## config.mk

```make
export PLATFORM = sky130hd
export DESIGN_NAME = etf_front
export DESIGN_NICKNAME = d
export VERILOG_FILES = /design/src/rtl/etf_pkg.sv /design/src/rtl/etf_front.sv
export SDC_FILE = /design/constraint.sdc
export NUM_CORES = 2
export LEC_CHECK = 0
export ABC_AREA = 1
export BUFFER_PORTS_ARGS = -buffer_cell sky130_fd_sc_hd__buf_2
export CAP_MARGIN = 20
export CORE_MARGIN = 3
export CORE_UTILIZATION = 62
export DETAILED_ROUTE_END_ITERATION = 12
export PLACE_DENSITY = 0.91
export RECOVER_POWER = 100
export SLEW_MARGIN = 20
export SYNTH_ARGS = -nofsm -noshare
export SYNTH_HDL_FRONTEND = slang
export SYNTH_SLANG_ARGS = --single-unit
```

## constraint.sdc

```tcl
create_clock -name i_clk -period 24.4 [get_ports i_clk]
set_clock_uncertainty 0.05 [all_clocks]
set_input_delay 1.22 -clock i_clk [delete_from_list [all_inputs] [get_ports i_clk]]
set_output_delay 1.22 -clock i_clk [all_outputs]
set_load 0.02 [all_outputs]
```

## src/rtl/etf_pkg.sv

```systemverilog
// shared types and constants of the escape-time fractal iterator
// no dependencies; used by every module of the block
package etf_pkg;

    localparam int FRAC_BITS_DEF   = 43;
    localparam int OFFSET_BITS_DEF = 12;
    localparam int CFG_W           = 48;
    localparam int STEP_W          = 47;
    localparam int STEP_LO_W       = 24;
    localparam int CNT_W           = 16;
    localparam int CFG_IDX_W       = 3;
    localparam int QUEUE_DEPTH     = 2;

    localparam logic [STEP_W-1:0] STEP_RST  = 47'd34359738368;
    localparam logic [CNT_W-1:0]  LIMIT_RST = 16'd128;
    localparam logic [CNT_W-1:0]  MIN_RST   = 16'd32768;
    localparam logic [CNT_W-1:0]  MAX_RST   = 16'd0;

    typedef enum logic [CFG_IDX_W-1:0] {
        CFG_CENTER_RE  = 3'd0,
        CFG_CENTER_IM  = 3'd1,
        CFG_PIXEL_STEP = 3'd2,
        CFG_JULIA_MODE = 3'd3,
        CFG_CONST_RE   = 3'd4,
        CFG_CONST_IM   = 3'd5,
        CFG_ITER_LIMIT = 3'd6
    } t_cfg_idx;

    typedef struct packed {
        logic [CFG_W-1:0]  center_re;
        logic [CFG_W-1:0]  center_im;
        logic [STEP_W-1:0] pixel_step;
        logic              julia_mode;
        logic [CFG_W-1:0]  const_re;
        logic [CFG_W-1:0]  const_im;
        logic [CNT_W-1:0]  iter_limit;
    } t_cfg;

endpackage

```

## src/rtl/etf_front.sv

```systemverilog
// front end: accepts a pixel, maps it onto the complex plane, picks z0 and c
// depends on etf_pkg
module etf_front #(
    parameter int FRAC_BITS   = etf_pkg::FRAC_BITS_DEF,
    parameter int OFFSET_BITS = etf_pkg::OFFSET_BITS_DEF
) (
    input  logic                       i_clk,
    input  logic                       i_rst_n,
    input  logic                       i_valid,
    output logic                       o_ready,
    input  logic [OFFSET_BITS-1:0]     i_col_offset,
    input  logic [OFFSET_BITS-1:0]     i_row_offset,
    input  logic                       i_frame_start,
    input  etf_pkg::t_cfg              i_cfg,
    output logic                       o_q_push,
    output logic [4*(FRAC_BITS+5):0]   o_q_data,
    input  logic                       i_q_full
);
    localparam int CW   = FRAC_BITS + 5;
    localparam int LO_W = etf_pkg::STEP_LO_W;
    localparam int HI_W = etf_pkg::STEP_W - LO_W;
    localparam int PLW  = OFFSET_BITS + LO_W + 1;
    localparam int PHW  = OFFSET_BITS + HI_W + 1;
    localparam int SW   = 66;
    localparam logic signed [SW-1:0] SAT_HI = {{(SW-CW+1){1'b0}}, {(CW-1){1'b1}}};
    localparam logic signed [SW-1:0] SAT_LO = ~SAT_HI;

    typedef enum logic [3:0] {
        FS_IDLE = 4'b0001,
        FS_LO   = 4'b0010,
        FS_HI   = 4'b0100,
        FS_PUSH = 4'b1000
    } t_fstate;

    t_fstate                        r_state, n_state;
    logic signed [OFFSET_BITS-1:0]  r_col, r_row;
    logic                           r_start;
    logic signed [PLW-1:0]          r_plo_re, r_plo_im;
    logic signed [CW-1:0]           r_px, r_py;

    function automatic logic signed [CW-1:0] sat_cw(input logic signed [SW-1:0] v);
        logic signed [CW-1:0] r;
        if (v > SAT_HI) begin
            r = SAT_HI[CW-1:0];
        end else if (v < SAT_LO) begin
            r = SAT_LO[CW-1:0];
        end else begin
            r = v[CW-1:0];
        end
        return r;
    endfunction

    function automatic logic signed [CW-1:0] cfg_cw(input logic [etf_pkg::CFG_W-1:0] v);
        return sat_cw(SW'($signed(v)));
    endfunction

    logic signed [PHW-1:0] w_phi_re, w_phi_im;
    logic signed [SW-1:0]  w_sum_re, w_sum_im;
    logic signed [CW-1:0]  w_cen_re, w_cen_im, w_c_re, w_c_im;

    assign w_cen_re = cfg_cw(i_cfg.center_re);
    assign w_cen_im = cfg_cw(i_cfg.center_im);
    assign w_c_re   = cfg_cw(i_cfg.const_re);
    assign w_c_im   = cfg_cw(i_cfg.const_im);

    assign w_phi_re = r_col * $signed({1'b0, i_cfg.pixel_step[etf_pkg::STEP_W-1:LO_W]});
    assign w_phi_im = r_row * $signed({1'b0, i_cfg.pixel_step[etf_pkg::STEP_W-1:LO_W]});
    assign w_sum_re = (SW'(w_phi_re) <<< LO_W) + SW'(r_plo_re) + SW'(w_cen_re);
    assign w_sum_im = (SW'(w_phi_im) <<< LO_W) + SW'(r_plo_im) + SW'(w_cen_im);

    assign o_ready  = (r_state == FS_IDLE);
    assign o_q_push = (r_state == FS_PUSH) && !i_q_full;
    assign o_q_data = i_cfg.julia_mode ? {r_px, r_py, w_c_re, w_c_im, r_start}
                                       : {{(2*CW){1'b0}}, r_px, r_py, r_start};

    always_comb begin
        n_state = r_state;
        case (r_state)
            FS_IDLE: if (i_valid) n_state = FS_LO;
            FS_LO:   n_state = FS_HI;
            FS_HI:   n_state = FS_PUSH;
            FS_PUSH: if (!i_q_full) n_state = FS_IDLE;
            default: n_state = FS_IDLE;
        endcase
    end

    always_ff @(posedge i_clk) begin
        if (!i_rst_n) begin
            r_state <= FS_IDLE;
        end else begin
            r_state <= n_state;
        end
    end

    always_ff @(posedge i_clk) begin
        if (r_state == FS_IDLE && i_valid) begin
            r_col   <= $signed(i_col_offset);
            r_row   <= $signed(i_row_offset);
            r_start <= i_frame_start;
        end
        if (r_state == FS_LO) begin
            r_plo_re <= r_col * $signed({1'b0, i_cfg.pixel_step[LO_W-1:0]});
            r_plo_im <= r_row * $signed({1'b0, i_cfg.pixel_step[LO_W-1:0]});
        end
        if (r_state == FS_HI) begin
            r_px <= sat_cw(w_sum_re);
            r_py <= sat_cw(w_sum_im);
        end
    end

endmodule

```

==> flow_metrics.py <==
metrics = {
    "worst_setup_path": {
        "path_class": "reg -> reg",
        "crit_path_top_delay_cell": "clkbuf_1",
        "r2r_cells": 37,
        "crit_required_ns": 24.54,
        "crit_arrival_ns": 12.54,
        "r2r_slack_ns": 12.01,
        "end_kind": "flip-flop",
        "critPathTopFamily": "adder cells",
        "max_stage_delay_ns": 1.61,
        "startpoint_type": "flip-flop",
        "cp_max_fo": 47,
        "cp_common_cell": "nand2_1",
        "cp_num_buf_inv": 6,
        "cp.depth": 37,
    },
    "yosys": {
        "syn_nets": 9951,
        "ys_ff_latch": 199,
        "synthTopCellsByArea": "fa_1 (32%), nand2_1 (16%), inv_1 (15%), ha_1 (12%), edfxtp_1 (9.9%)",
        "ys_warn_count": 0,
        "yosysTopAreaCellShare_pct": 31.7,
        "yosysUniqueCellTypes": 51,
        "yosysMostFrequentCell": "nand2_1",
        "avgSynthCellArea_um2": 7.24,
        "synthTopCellsByCount": "nand2_1 (2,546), inv_1 (2,292), fa_1 (938), ha_1 (564), nor2_1 (335)",
        "yosysTopAreaCell": "fa_1",
        "postSynthCellCount": 8164,
        "netlist_area_mm2": 0.0591,
        "synth_ff_type": "edfxtp_1",
        "ys_async_sr_fraction_pct": 0,
        "synth_edf_count": 195,
        "ys_seq_area_share_pct": 10.0,
    },
    "drt": {
        "wl_per_cell_um": 18.4,
        "drt_pass1_iterations": 6,
        "routed_wl_mm": 178,
        "via_per_inst": 5.47,
        "ant_nets": 0,
        "drc": 0,
        "drtIter0Drc": 5197,
        "vias": 52700,
    },
    "sta": {
        "max_freq_ghz": 0.0807,
        "setup_viol": 0,
        "min_period_ns": 12.39,
        "relSlewSlack_pct": -226,
        "hold_viol_final": 0,
        "finalSetupTns_ns": 0,
        "slew_viol_final": 549,
        "finalCritPeriodShare_pct": 50.8,
        "rsz0062_at_grt": "no",
        "worstMarginPinSlew_ns": 4.89,
    },
    "clock_tree": {
        "htree_levels": 4,
        "ctsLongestPathBuffers": 2,
        "cts_resized": 0,
        "worstSkewPairLatency_ns": 0.53,
        "cts.sinks": 199,
        "hold_buffers": 0,
        "cts_tree": "yes",
        "clk_pin_slew_ns": 0.09,
        "numCtsBuffers": 17,
        "root_buffer": "clkbuf_16",
        "postCtsSetupRepairBufs": 0,
    },
    "run_status": {
        "outcome": "finished with violations",
        "violations": "capacitance limit, slew limit",
    },
    "global_routing": {
        "grt_use_total_pct": 36.3,
        "grt_pass1_wl_mm": 281,
        "antenna_found_initial": 15,
        "grt_max_degree": 108,
        "grt_pass1_vias": 54100,
        "overflow": 0,
    },
    "finish": {
        "seq_area_mm2": 0.00594,
        "layout-drive-gt1-share_pct": 5.58,
        "nets": 10200,
        "fillerInstances": 7781,
        "final_area_mm2": 0.0624,
        "multiInputGateArea_mm2": 0.0433,
        "areaGrowthSynthToFinish_pct": 5.46,
    },
    "floorplanning": {
        "io_pins": 480,
        "die_h_um": 315,
        "die_area_mm2": 0.0991,
        "start_util_pct": 63.0,
        "core-area_mm2": 0.0939,
        "rows": 112,
        "fp.dieW_um": 315,
    },
    "placement": {
        "post-dp-hpwl_mm": 147,
        "place.gp.congestion": 1.03,
        "place_area_mm2": 0.0620,
        "io_buffers": 463,
    },
    "flow_run": {
        "maxCapViolCount": 10,
    },
    "hold_path": {
        "hp-class": "reg -> reg",
        "min_path_cells": 2,
    },
}
layer usage:
layer / part of all wire [%] / track usage (%) / wire (µm)
met5: 0.026 / 0 / 46
met4: 4.3 / 15.1 / 7730
met3: 11 / 7.61 / 19900
met2: 46 / 58.1 / 81500
met1: 39 / 48.2 / 68700
cells in the final DEF, fill, tap and decap left out, types with 6 or more instances in the layout:
cell	Yosys	final
nand4_1	39	39
a21boi_0	12	12
nand2_1	2546	2546
fa_1	938	938
o211ai_1	8	8
or2_2	7	7
clkbuf_1	243	202
clkbuf_16	0	17
and3_1	7	7
o21bai_1	19	19
nor3_1	27	27
a21oi_1	239	239
xor2_1	109	109
o21ai_0	87	89
inv_2	12	12
buf_2	4	268
nand3b_1	8	8
edfxtp_1	195	195
nor2_1	335	335
xnor2_1	100	100
diode_2	0	10
nand3_1	108	108
mux2_2	96	92
a21o_1	11	11
nor4_1	6	6
a31oi_1	30	30
inv_1	2292	2290
nor2_2	11	11
ha_1	564	564
buf_4	5	31
layout make-up:
class / count / area share (%)
Clock buffer: 19 / 0.710
Sequential cell: 199 / 9.52
Multi-Input combinational cell: 5347 / 69.4
Antenna cell: 10 / 0.0401
Tap cell: 1254 / 2.52
Timing Repair Buffer: 500 / 3.73
Clock inverter: 13 / 0.245
Inverter: 2304 / 13.9
per-stage QoR:
stage                     std cells  setup slack (ns)  hold slack, ns  util, %
final                          9646             12.01           0.524     66.4
after global routing           9642             11.35           0.542     66.4
after CTS                      9636             14.55           0.519     66.7
after detailed placement       9604             14.01           0.509     66.1
after global placement         9604             14.09           0.488     66.1
after floorplan                8164             15.73           0.441        -
registers in the layout, indices dropped and copies added, names as in the netlist:
signal and cells:
r_px 48, r_py 48, r_plo_im 37, r_plo_re 37, r_col 12, r_row 12
r_state 4, r_start 1
tightest hold or removal path, delay by kind of cell, from the launching register on:
kind | cells | cell delay, ns
flops | 1 | 0.34
compound gates | 1 | 0.07
simple gates | 1 | 0.13
worst paths after layout:
check	startpoint	endpoint
setup / recovery	r_row[5]	r_py[27]
hold reg to reg	r_state[3]	r_state[3]
setup reg to reg	r_row[5]	r_py[27]
hold / removal	r_state[3]	r_state[3]
cells by family (layout without fill, tap and decap cells):
group	Yosys count	in the layout	synth area share, %
buf+inv	2618	2836	16.8
mux	96	96	1.83
flops	199	199	10.0
xor+xnor	209	209	3.09
simple gates	3111	3111	20.5
compound gates	429	429	4.03
fa+ha+maj	1502	1502	43.7
other cells	0	10	0
Power is left out: the tool's default activity adds up to more than one toggle a clock period on the data nets, which glitch-free logic cannot reach.
