`src/rtl/etf_pkg.sv`:
```
// shared types and constants of the escape-time fractal iterator
// no dependencies; used by every module of the block
package etf_pkg;

    localparam int FRAC_BITS_DEF   = 43;
    localparam int OFFSET_BITS_DEF = 12;
    localparam int CFG_W           = 48;
    localparam int STEP_W          = 47;
    localparam int STEP_LO_W       = 24;
    localparam int CNT_W           = 16;
    localparam int CFG_IDX_W       = 3;
    localparam int QUEUE_DEPTH     = 2;

    localparam logic [STEP_W-1:0] STEP_RST  = 47'd34359738368;
    localparam logic [CNT_W-1:0]  LIMIT_RST = 16'd128;
    localparam logic [CNT_W-1:0]  MIN_RST   = 16'd32768;
    localparam logic [CNT_W-1:0]  MAX_RST   = 16'd0;

    typedef enum logic [CFG_IDX_W-1:0] {
        CFG_CENTER_RE  = 3'd0,
        CFG_CENTER_IM  = 3'd1,
        CFG_PIXEL_STEP = 3'd2,
        CFG_JULIA_MODE = 3'd3,
        CFG_CONST_RE   = 3'd4,
        CFG_CONST_IM   = 3'd5,
        CFG_ITER_LIMIT = 3'd6
    } t_cfg_idx;

    typedef struct packed {
        logic [CFG_W-1:0]  center_re;
        logic [CFG_W-1:0]  center_im;
        logic [STEP_W-1:0] pixel_step;
        logic              julia_mode;
        logic [CFG_W-1:0]  const_re;
        logic [CFG_W-1:0]  const_im;
        logic [CNT_W-1:0]  iter_limit;
    } t_cfg;

endpackage

```
`src/rtl/etf_queue.sv`:
```
// short register queue between front and back end
// depends on etf_pkg for its default depth
module etf_queue #(
    parameter int WIDTH = 1,
    parameter int DEPTH = etf_pkg::QUEUE_DEPTH
) (
    input  logic             i_clk,
    input  logic             i_rst_n,
    input  logic             i_push,
    input  logic [WIDTH-1:0] i_data,
    output logic             o_full,
    output logic             o_valid,
    output logic [WIDTH-1:0] o_data,
    input  logic             i_pop
);
    localparam int AW = (DEPTH > 1) ? $clog2(DEPTH) : 1;
    localparam int CNTW = $clog2(DEPTH + 1);

    logic [WIDTH-1:0] r_mem [DEPTH];
    logic [AW-1:0]    r_wptr, r_rptr;
    logic [CNTW-1:0]  r_cnt;

    assign o_full  = (r_cnt == CNTW'(DEPTH));
    assign o_valid = (r_cnt != '0);
    assign o_data  = r_mem[r_rptr];

    always_ff @(posedge i_clk) begin
        if (!i_rst_n) begin
            r_wptr <= '0;
            r_rptr <= '0;
            r_cnt  <= '0;
        end else begin
            if (i_push) begin
                r_wptr <= (r_wptr == AW'(DEPTH - 1)) ? '0 : r_wptr + 1'b1;
            end
            if (i_pop) begin
                r_rptr <= (r_rptr == AW'(DEPTH - 1)) ? '0 : r_rptr + 1'b1;
            end
            if (i_push && !i_pop) begin
                r_cnt <= r_cnt + 1'b1;
            end else if (i_pop && !i_push) begin
                r_cnt <= r_cnt - 1'b1;
            end
        end
    end

    always_ff @(posedge i_clk) begin
        if (i_push) begin
            r_mem[r_wptr] <= i_data;
        end
    end

endmodule

```
`config.mk`:
```
export PLATFORM = sky130hd
export DESIGN_NAME = etf_queue
export DESIGN_NICKNAME = d
export VERILOG_FILES = /design/src/rtl/etf_pkg.sv /design/src/rtl/etf_queue.sv
export SDC_FILE = /design/constraint.sdc
export NUM_CORES = 1
export LEC_CHECK = 0
export ABC_AREA = 1
export BUFFER_PORTS_ARGS = -buffer_cell sky130_fd_sc_hd__buf_4
export CAP_MARGIN = 15
export CORE_AREA = 2 2 39 41
export DETAILED_ROUTE_END_ITERATION = 8
export DIE_AREA = 0 0 41 43
export PLACE_DENSITY_LB_ADDON = 0.1
export SLEW_MARGIN = 15
export SYNTH_ARGS = -nofsm -noshare
export SYNTH_HDL_FRONTEND = slang
export SYNTH_SLANG_ARGS = --single-unit
```
`constraint.sdc`:
```
create_clock -name i_clk -period 0.8 [get_ports i_clk]
set_input_delay 0.04 -clock i_clk [delete_from_list [all_inputs] [get_ports i_clk]]
set_output_delay 0.04 -clock i_clk [all_outputs]
set_load 0.02 [all_outputs]
```
==> run summary, run 1 <==
Max_slew headroom = 90.8%
GRT overflow = 0
Clk slew on worst S/H paths = 0.05 ns
Status = complete, but fails checks
Synthesized area per cell = 7.94 um^2
RSZ-0062 raised after global routing = true
Synthesized area = 302 um^2
Sequential area share after synthesis = 53.1%
CP Capture Type = output pin
CP max-delay cell = edfxtp_1
Hold Crit Class = in2reg
Row cnt = 14
Failing checks = negative setup slack
Non-Filler Instances = 69
Max IR drop VDD = 0.645 mV
Reg2Reg Setup Slack = -0.05 ns
Routed len/inst = 8.51 um
PortBufs = 7
Clock skew = 0.00390 ns
Layout cells sized above 1 = 43.4%
FF+latch count, synth = 7
Routed vias/inst = 4.06
Clk Latency, worst-skew pair = 0.25 ns
DRC viols = 0
Final Max Slew Viols = 0
Top delay family on crit path = flip-flops
CP Buf/Inv Count = 1
Detail Route Antenna Nets = 0
Largest net degree at the start of global routing = 5
Syn Nets = 44
1st-pass router iterations = 1
Final Hold Fails = 0
Final setup vio count = 4
Filler instances = 150
Power Density = 2050 nW/um^2
GP Congestion = 0.641
Cell count after synthesis = 38
Vias in the first global route = 246
CTS tree = yes
Synth-to-Final Area Change = 56.4%
Initial Utilization = 21.8%
Worst path cell trace = mux2_4 > buf_6
Fin nets = 60
Deepest clock path buffer count = 2
Met2 WL = 297 um
CTS Buf Count = 3
Worst EP required = 0.76 ns
Met3 wire length = 31 um
Fin crit period = 1.06 ns
Max-Cap Viols = 0
Critical path arrival = 1.02 ns
Chip Height = 43 um
Tot Pwr = 0.968 mW
Pleak = 0.244 nW
Fmax = 944 MHz
Unique masters post-synth = 13
Core Region = 1380 um^2
Num ports = 8
Final period util = 132%
Initial antenna violation count = 0
Least-Margin Pin Slew = 0.137 ns
CTS Root Cell = clkbuf_4
DR iter-0 viols = 0
Slowest stage delay, CP = 0.36 ns
N_diodes = 0
First-pass GRT wire length = 903 um
Dpl cells = 61
DP Wirelength = 424 um
Worst Path Max Fanout = 1
Final WS setup = -0.259 ns
Highest Signal Layer = met4
Yosys warns = 0
Die Footprint = 1760 um^2
M1 wire length = 253 um
Sink Count = 7
Critical path class = reg2out
Final WL = 587 um
Vias = 280
CTS H-tree depth = 1
Setup crit start kind = flop
Die X = 41 um
Gr usage total = 8.65%
## logic make-up after synthesis
group | share of synthesized area (%)
compound gates | 3.32
fa+ha+maj | 4.15
buf+inv | 9.96
flops | 53.1
mux | 3.73
simple gates | 25.7
## cells in the final DEF (no fill, tap or decap), drive strengths merged
cell type	count
buf	10
nand2	9
a21oi	1
dfxtp	5
nand3	1
inv	8
nand4	1
dlygate4sd3	1
o21ai	1
mux2	1
clkbuf	4
ha	1
nor2	8
edfxtp	2
## per-stage QoR
stage / hold slack, ns / setup slack, ns / setup TNS, ns / cell area (um^2) / utilization (%)
final: 0.0406 / -0.259 / -0.461 / 472 / 34.1
after global routing: 0.0259 / -0.314 / -0.697 / 472 / 34.1
after CTS: 0.0379 / -0.278 / -0.515 / 450 / 32.5
after detailed placement: 0.232 / -0.0727 / -0.135 / 374 / 27.0
after global placement: 0.229 / -0.0628 / -0.0924 / 374 / 27.0
after floorplan: 0.139 / 0.0799 / 0 / 302 / -
## where the power goes
part           internal, mW  switching [mW]
logic                 0.120           0.113
registers             0.399          0.0166
clock network         0.190           0.129
total                 0.710           0.259
## final timing paths
path,start,to,cells past startpoint
max,r_mem[0],o_data,2
min,i_rst_n,r_cnt[0],3
max reg2reg,r_cnt[0],r_cnt[1],6
min reg2reg,r_rptr,r_rptr,2
## cell usage after synthesis
cell      n  share of area, %
a21oi_1   1               1.7
dfxtp_1   5                33
edfxtp_1  2                20
ha_1      1               4.1
inv_1     7               8.7
inv_2     1               1.2
mux2_2    1               3.7
nand2_1   8                10
nand2_2   1               2.1
nand3_1   1               1.7
nand4_1   1               2.1
nor2_1    8                10
o21ai_0   1               1.7
## per-layer routing
| metal | track usage, % | vias to the layer above |
|---|---|---|
| met5 | 0 | - |
| met4 | 8.00 | 0 |
| met3 | 6.28 | 2 |
| met2 | 11.6 | 6 |
| met1 | 8.09 | 124 |
| li1 | - | 148 |
## layout make-up
| class | count | area [um^2] | area share, % |
|---|---|---|---|
| timing repair buffer | 11 | 100 | 21.2 |
| inverter | 8 | 30.0 | 6.37 |
| tap | 16 | 20.0 | 4.24 |
| clock buffer | 4 | 26.3 | 5.57 |
| multi-input combinational | 23 | 131 | 27.9 |
| sequential | 7 | 164 | 34.7 |
## tightest hold or removal path: stages
cell	delay (ns)
buf_4	0.13
o21ai_2	0.05
a21oi_1	0.03
## timing repair
item,in CTS,in global routing
buffers inserted,3,0
endpoints found under the hold margin,2,0
hold buffers,1,0
endpoints found under the setup margin,3,5
resized for setup,9,5
pin swaps,2,5
Power figures use the tool's default switching activity.
==> inputs of run 2 (changes only) <==
--- a/config.mk
+++ b/config.mk
@@ -5,12 +5,13 @@
 export SDC_FILE = /design/constraint.sdc
 export NUM_CORES = 1
 export LEC_CHECK = 0
-export ABC_AREA = 1
+export ABC_AREA = 0
 export BUFFER_PORTS_ARGS = -buffer_cell sky130_fd_sc_hd__buf_4
 export CAP_MARGIN = 15
 export CORE_AREA = 2 2 39 41
 export DETAILED_ROUTE_END_ITERATION = 8
 export DIE_AREA = 0 0 41 43
+export MAX_ROUTING_LAYER = met4
 export PLACE_DENSITY_LB_ADDON = 0.1
 export SLEW_MARGIN = 15
 export SYNTH_ARGS = -nofsm -noshare
==> run 2 against run 1 <==
Net effect: the flow still finishes with violations (negative setup slack); via count is 17% lower; cell area is 2.7% higher; routed wire length fell by 11%; die area stayed put; global-route usage down 0.58 points; total power increased by 7.0%; critical path depth up 2; area after synthesis fell by 2.9%; flip-flop and latch count is the same; critical path type is now reg2reg.
==> run summary, run 2 <==
Synth Flop Type = dfxtp_1
Final Max Slew Viols = 0
Deepest clock path buffer count = 2
Total placed instance area = 397 um^2
Unique masters post-synth = 15
Critical path class = reg2reg
Post-synth ARST share = 0%
Least-Margin Pin Slew = 0.163 ns
Register Area = 163 um^2
Switching pwr = 0.258 mW
Final WL = 522 um
Die Footprint = 1760 um^2
Commonest non-fill, non-tap cell in the layout = buf_4
CTS tree = yes
Met2 GRT Util = 10.6%
Failing checks = negative setup slack
Met1 usage = 7.54%
Clk slew on worst S/H paths = 0.05 ns
Cell count after synthesis = 25
Post-synth EDFFs = 2
1st-pass router iterations = 2
Fmax = 925 MHz
Top delay family on crit path = flip-flops
Multi-input logic area = 145 um^2
Worst EP required = 0.98 ns
Largest net degree at the start of global routing = 6
Worst path cell trace = buf_6 > xor2_2 > or3_1 > a21boi_1
Clk pwr share = 30.9%
Routed len/inst = 8.85 um
CTS Root Cell = clkbuf_4
Tot Pwr = 1.04 mW
Yosys warns = 0
Synth top area share = 34.2%
Core Region = 1380 um^2
First-pass GRT wire length = 848 um
Reg power frac = 41.2%
Initial antenna violation count = 0
Vias = 233
Max-Cap Viols = 0
Max_slew headroom = 89.0%
PortBufs = 7
Slowest stage delay, CP = 0.33 ns
Layer carrying the most global-route usage = met2
DRC viols = 0
Final WS setup = -0.281 ns
Detail Route Antenna Nets = 0
CTS Buf Count = 3
Combinational fraction of design power = 27.9%
Setup crit start kind = flop
Most frequent cells in the layout = buf_4, buf_6, and2_1
Final setup vio count = 5
Final Hold Fails = 0
Sink Count = 7
CP max-delay cell = dfxtp_2
Worst Path Max Fanout = 2
Met3 Track Usage GR = 9.42%
Synth area leaders = dfxtp_1, edfxtp_1, and2_1
Dpl cells = 52
DP Wirelength = 395 um
Routed vias/inst = 3.95
Synthesized area per cell = 11.7 um^2
Chip Height = 43 um
Pleak = 0.218 nW
DR iter-0 viols = 2
Power Density = 2140 nW/um^2
RSZ-0062 raised after global routing = true
CP Buf/Inv Count = 1
Num ports = 8
Top post-synthesis cells by count = dfxtp_1, and2_1, edfxtp_1, nor2b_1, xor2_1
Fin crit period = 1.08 ns
Sequential area share after synthesis = 54.7%
Filler instances = 145
Max IR drop VDD = 0.836 mV
Syn Nets = 31
Most common cell in the netlist = dfxtp_1
Gr usage total = 8.07%
Row cnt = 14
Non-Filler Instances = 59
GP Congestion = 0.703
Vias in the first global route = 226
Critical path arrival = 1.27 ns
Status = complete, but fails checks
GRT overflow = 0
Net Sw Frac = 24.9%
Cell taking the most area after synthesis = dfxtp_1
Final Cell Area = 484 um^2
Hold Crit Class = in2reg
Layout cells sized above 1 = 53.5%
CP Capture Type = flop
Die X = 41 um
FF+latch count, synth = 7
Final period util = 135%
Clock skew = 0.00243 ns
Clk Latency, worst-skew pair = 0.25 ns
Synthesized area = 293 um^2
N_diodes = 0
Fin nets = 50
Final core utilization = 35.0%
Synth-to-Final Area Change = 65.4%
Internal Power = 0.778 mW
CTS H-tree depth = 1
Initial Utilization = 21.2%
## run 2: what timing repair did
action	in CTS	in global routing
hold buffers	1	0
endpoints found under the hold margin	2	0
buffers inserted	2	0
pin swaps	1	0
resized for setup	8	2
setup endpoints to repair	5	6
## run 2: area by class of cell
type / instances / share of cell area [%]
inverters: 1 / 0.775
clock buffers: 4 / 5.43
multi-input cells: 17 / 30.0
well taps: 16 / 4.13
flip-flops and latches: 7 / 33.6
repair buffers: 14 / 26.1
## run 2: stage by stage
step	worst slack [ns]	hold slack (ns)	setup TNS (ns)
2_1_floorplan	-0.134	0.139	-0.134
3_3_place_gp	-0.169	0.226	-0.435
3_5_place_dp	-0.197	0.231	-0.514
4_1_cts	-0.278	0.0259	-1.18
5_1_grt	-0.363	0.00900	-1.41
6_report	-0.281	0.0325	-1.16
## run 2: metal layers
| metal | part of all wire [%] | wire length (um) | vias up |
|---|---|---|---|
| li1 | - | - | 116 |
| met1 | 39 | 203 | 111 |
| met2 | 55 | 286 | 6 |
| met3 | 6.1 | 32 | 0 |
| met4 | 0 | 0 | 0 |
| met5 | 0 | 0 | - |
## run 2: power by group through the flow
stage | logic, mW | clock network (mW) | registers, mW
6_report | 0.289 | 0.320 | 0.426
5_1_grt | 0.314 | 0.373 | 0.428
4_1_cts | 0.281 | 0.338 | 0.426
3_5_place_dp | 0.216 | 0 | 0.429
3_3_place_gp | 0.210 | 0 | 0.426
2_1_floorplan | 0.120 | 0 | 0.427
## run 2: logic make-up after synthesis
logic type | after synthesis | share of synthesized area (%)
DFF | 7 | 54.7
muxes | 1 | 3.85
adders and majority gates | 1 | 4.27
xor gates and xnor gates | 3 | 8.98
buffers and inverters | 1 | 1.28
AOI/OAI and AO/OA | 3 | 6.84
and+or+nand+nor | 9 | 20.1
## run 2: worst reg2reg max path: stages, from the launching register on
cell,delay (ns)
dfxtp_2,0.33
buf_6,0.11
xor2_2,0.16
or3_1,0.30
a21boi_1,0.12
## run 2: worst paths after layout
check        depth (start not counted)  slack [ns]  endpoint  startpoint
max                                  4       -0.28  r_cnt[1]    r_cnt[0]
min                                  2        0.03    r_wptr     i_rst_n
max reg2reg                          4       -0.28  r_cnt[1]    r_cnt[0]
min reg2reg                          2        0.52  r_cnt[1]    r_cnt[1]
==> inputs of run 3 (changes only) <==
--- a/config.mk
+++ b/config.mk
@@ -13,6 +13,7 @@
 export DIE_AREA = 0 0 41 43
 export MAX_ROUTING_LAYER = met4
 export PLACE_DENSITY_LB_ADDON = 0.1
+export RECOVER_POWER = 100
 export SLEW_MARGIN = 15
 export SYNTH_ARGS = -nofsm -noshare
 export SYNTH_HDL_FRONTEND = slang
==> run 3 against run 2 <==
Net effect: sequential power about the same; first-iteration DRC count unchanged; combinational power about the same; critical path type unchanged; register-to-register slack barely moved; non-clock buffer count did not move; clock skew down 0.0010 ns; worst hold slack improved by 0.00086 ns; total power fell by 0.25%; flip-flop and latch count is the same; via count is 0.43% lower; the flow still finishes with violations (negative setup slack); cell area fell by 0.52%.
==> run summary, run 3 (synthesis gave the netlist of run 2 again) <==
Status = complete, but fails checks
Failing checks = negative setup slack
Setup crit start kind = flop
Clk Latency, worst-skew pair = 0.25 ns
Largest net degree at the start of global routing = 6
Non-Filler Instances = 59
Top delay family on crit path = flip-flops
Slowest stage delay, CP = 0.33 ns
Internal Power = 0.775 mW
Sink Count = 7
First-pass GRT wire length = 848 um
Initial Utilization = 21.2%
Layout cells sized above 1 = 51.2%
Hold path cells = 2
Reg2reg start = r_cnt[0]
Fin nets = 50
FF-to-FF End = r_cnt[1]
Pleak = 0.215 nW
Most frequent cells in the layout = buf_4, buf_6, clkbuf_4
Deepest clock path buffer count = 2
GRT overflow = 0
RSZ-0062 raised after global routing = true
1st-pass router iterations = 2
Met1 usage = 7.54%
Worst EP required = 0.98 ns
Chip Height = 43 um
Final Max Slew Viols = 0
Final Cell Area = 482 um^2
Min-delay src = i_rst_n
Met3 Track Usage GR = 9.42%
Reg2Reg Depth = 4
Reg power frac = 41.2%
Max-Cap Viols = 0
Total placed instance area = 397 um^2
Worst setup path start = r_cnt[0]
GP Congestion = 0.703
Num ports = 8
Worst path cell trace = buf_6 > xor2_2 > or3_1 > a21boi_1
Detail Route Antenna Nets = 0
Power Density = 2140 nW/um^2
Vias = 232
Combinational fraction of design power = 27.8%
Setup tns final = -1.16 ns
CTS Buf Count = 3
Vias in the first global route = 226
Routed vias/inst = 3.93
Final WS setup = -0.283 ns
Dpl cells = 52
Clock skew = 0.00140 ns
Gr usage total = 8.07%
Row cnt = 14
PortBufs = 7
Die X = 41 um
Core Region = 1380 um^2
Max IR drop VDD = 0.834 mV
CP max-delay cell = dfxtp_2
Clk slew on worst S/H paths = 0.05 ns
CTS tree = yes
Synth-to-Final Area Change = 64.5%
Worst Path Max Fanout = 2
Layer carrying the most global-route usage = met2
Met2 GRT Util = 10.6%
Fmax = 924 MHz
Final setup vio count = 5
Commonest non-fill, non-tap cell in the layout = buf_4
CTS Root Cell = clkbuf_4
Final WL = 522 um
Critical path arrival = 1.27 ns
DRC viols = 0
Hold Crit Class = in2reg
Final Hold Fails = 0
Critical path class = reg2reg
Initial antenna violation count = 0
Switching pwr = 0.258 mW
Max_slew headroom = 89.0%
N_diodes = 0
Hold Path End = r_wptr
Reg2Reg Setup Slack = -0.28 ns
Routed len/inst = 8.85 um
Tot Pwr = 1.03 mW
Net Sw Frac = 25.0%
CTS H-tree depth = 1
CP Buf/Inv Count = 1
Die Footprint = 1760 um^2
Clk pwr share = 31.0%
CP Capture Type = flop
Fin crit period = 1.08 ns
Final period util = 135%
Least-Margin Pin Slew = 0.163 ns
DP Wirelength = 395 um
DR iter-0 viols = 2
run 3: cell count changes in the layout (fill, tap and decap cells not counted), sizes merged:
cell,delta
buf,-1
clkbuf,+1
run 3: per-layer routing:
layer / routed length (um) / share of wire (%) / up-vias
met5: 0 / 0 / -
met4: 0 / 0 / 0
met3: 48 / 9.2 / 0
met2: 283 / 54 / 7
met1: 190 / 36 / 107
li1: - / - / 118
run 3: area by class of cell:
| type | instances | area (um^2) |
|---|---|---|
| Inverter | 1 | 3.75 |
| Sequential cell | 7 | 163 |
| Timing Repair Buffer | 14 | 126 |
| Tap cell | 16 | 20.0 |
| Fill cell | 146 | 902 |
| Multi-Input combinational cell | 17 | 143 |
| Clock buffer | 4 | 26.3 |
run 3: how the worst max path moves through the flow:
stage / cells after the start / endpoint / slack [ns]
2_1_floorplan: 3 / r_cnt[1] / -0.13
3_3_place_gp: 4 / r_cnt[1] / -0.17
3_5_place_dp: 4 / r_cnt[1] / -0.20
4_1_cts: 3 / o_valid / -0.28
5_1_grt: 4 / r_cnt[1] / -0.36
6_report: 4 / r_cnt[1] / -0.28
run 3: stage by stage:
step	worst slack [ns]	hold WS [ns]	utilization, %
6_report	-0.283	0.0333	34.8
5_1_grt	-0.363	0.00985	34.8
4_1_cts	-0.278	0.0259	34.3
3_5_place_dp	-0.197	0.231	28.7
3_3_place_gp	-0.169	0.226	28.7
2_1_floorplan	-0.134	0.139	-
run 3: repair_timing:
action | in CTS | in global routing
gates resized for setup | 8 | 2
pin swaps | 1 | 0
hold buffers | 1 | 0
setup buffers | 2 | 0
setup endpoints to repair | 5 | 6
endpoints found under the hold margin | 2 | 0
run 3: power by group through the flow:
stage / clock network [mW] / registers, mW / logic, mW
global route: 0.373 / 0.428 / 0.312
detailed placement: 0 / 0.429 / 0.216
floorplan: 0 / 0.427 / 0.120
finish: 0.320 / 0.426 / 0.287
CTS: 0.338 / 0.426 / 0.281
global placement: 0 / 0.426 / 0.210
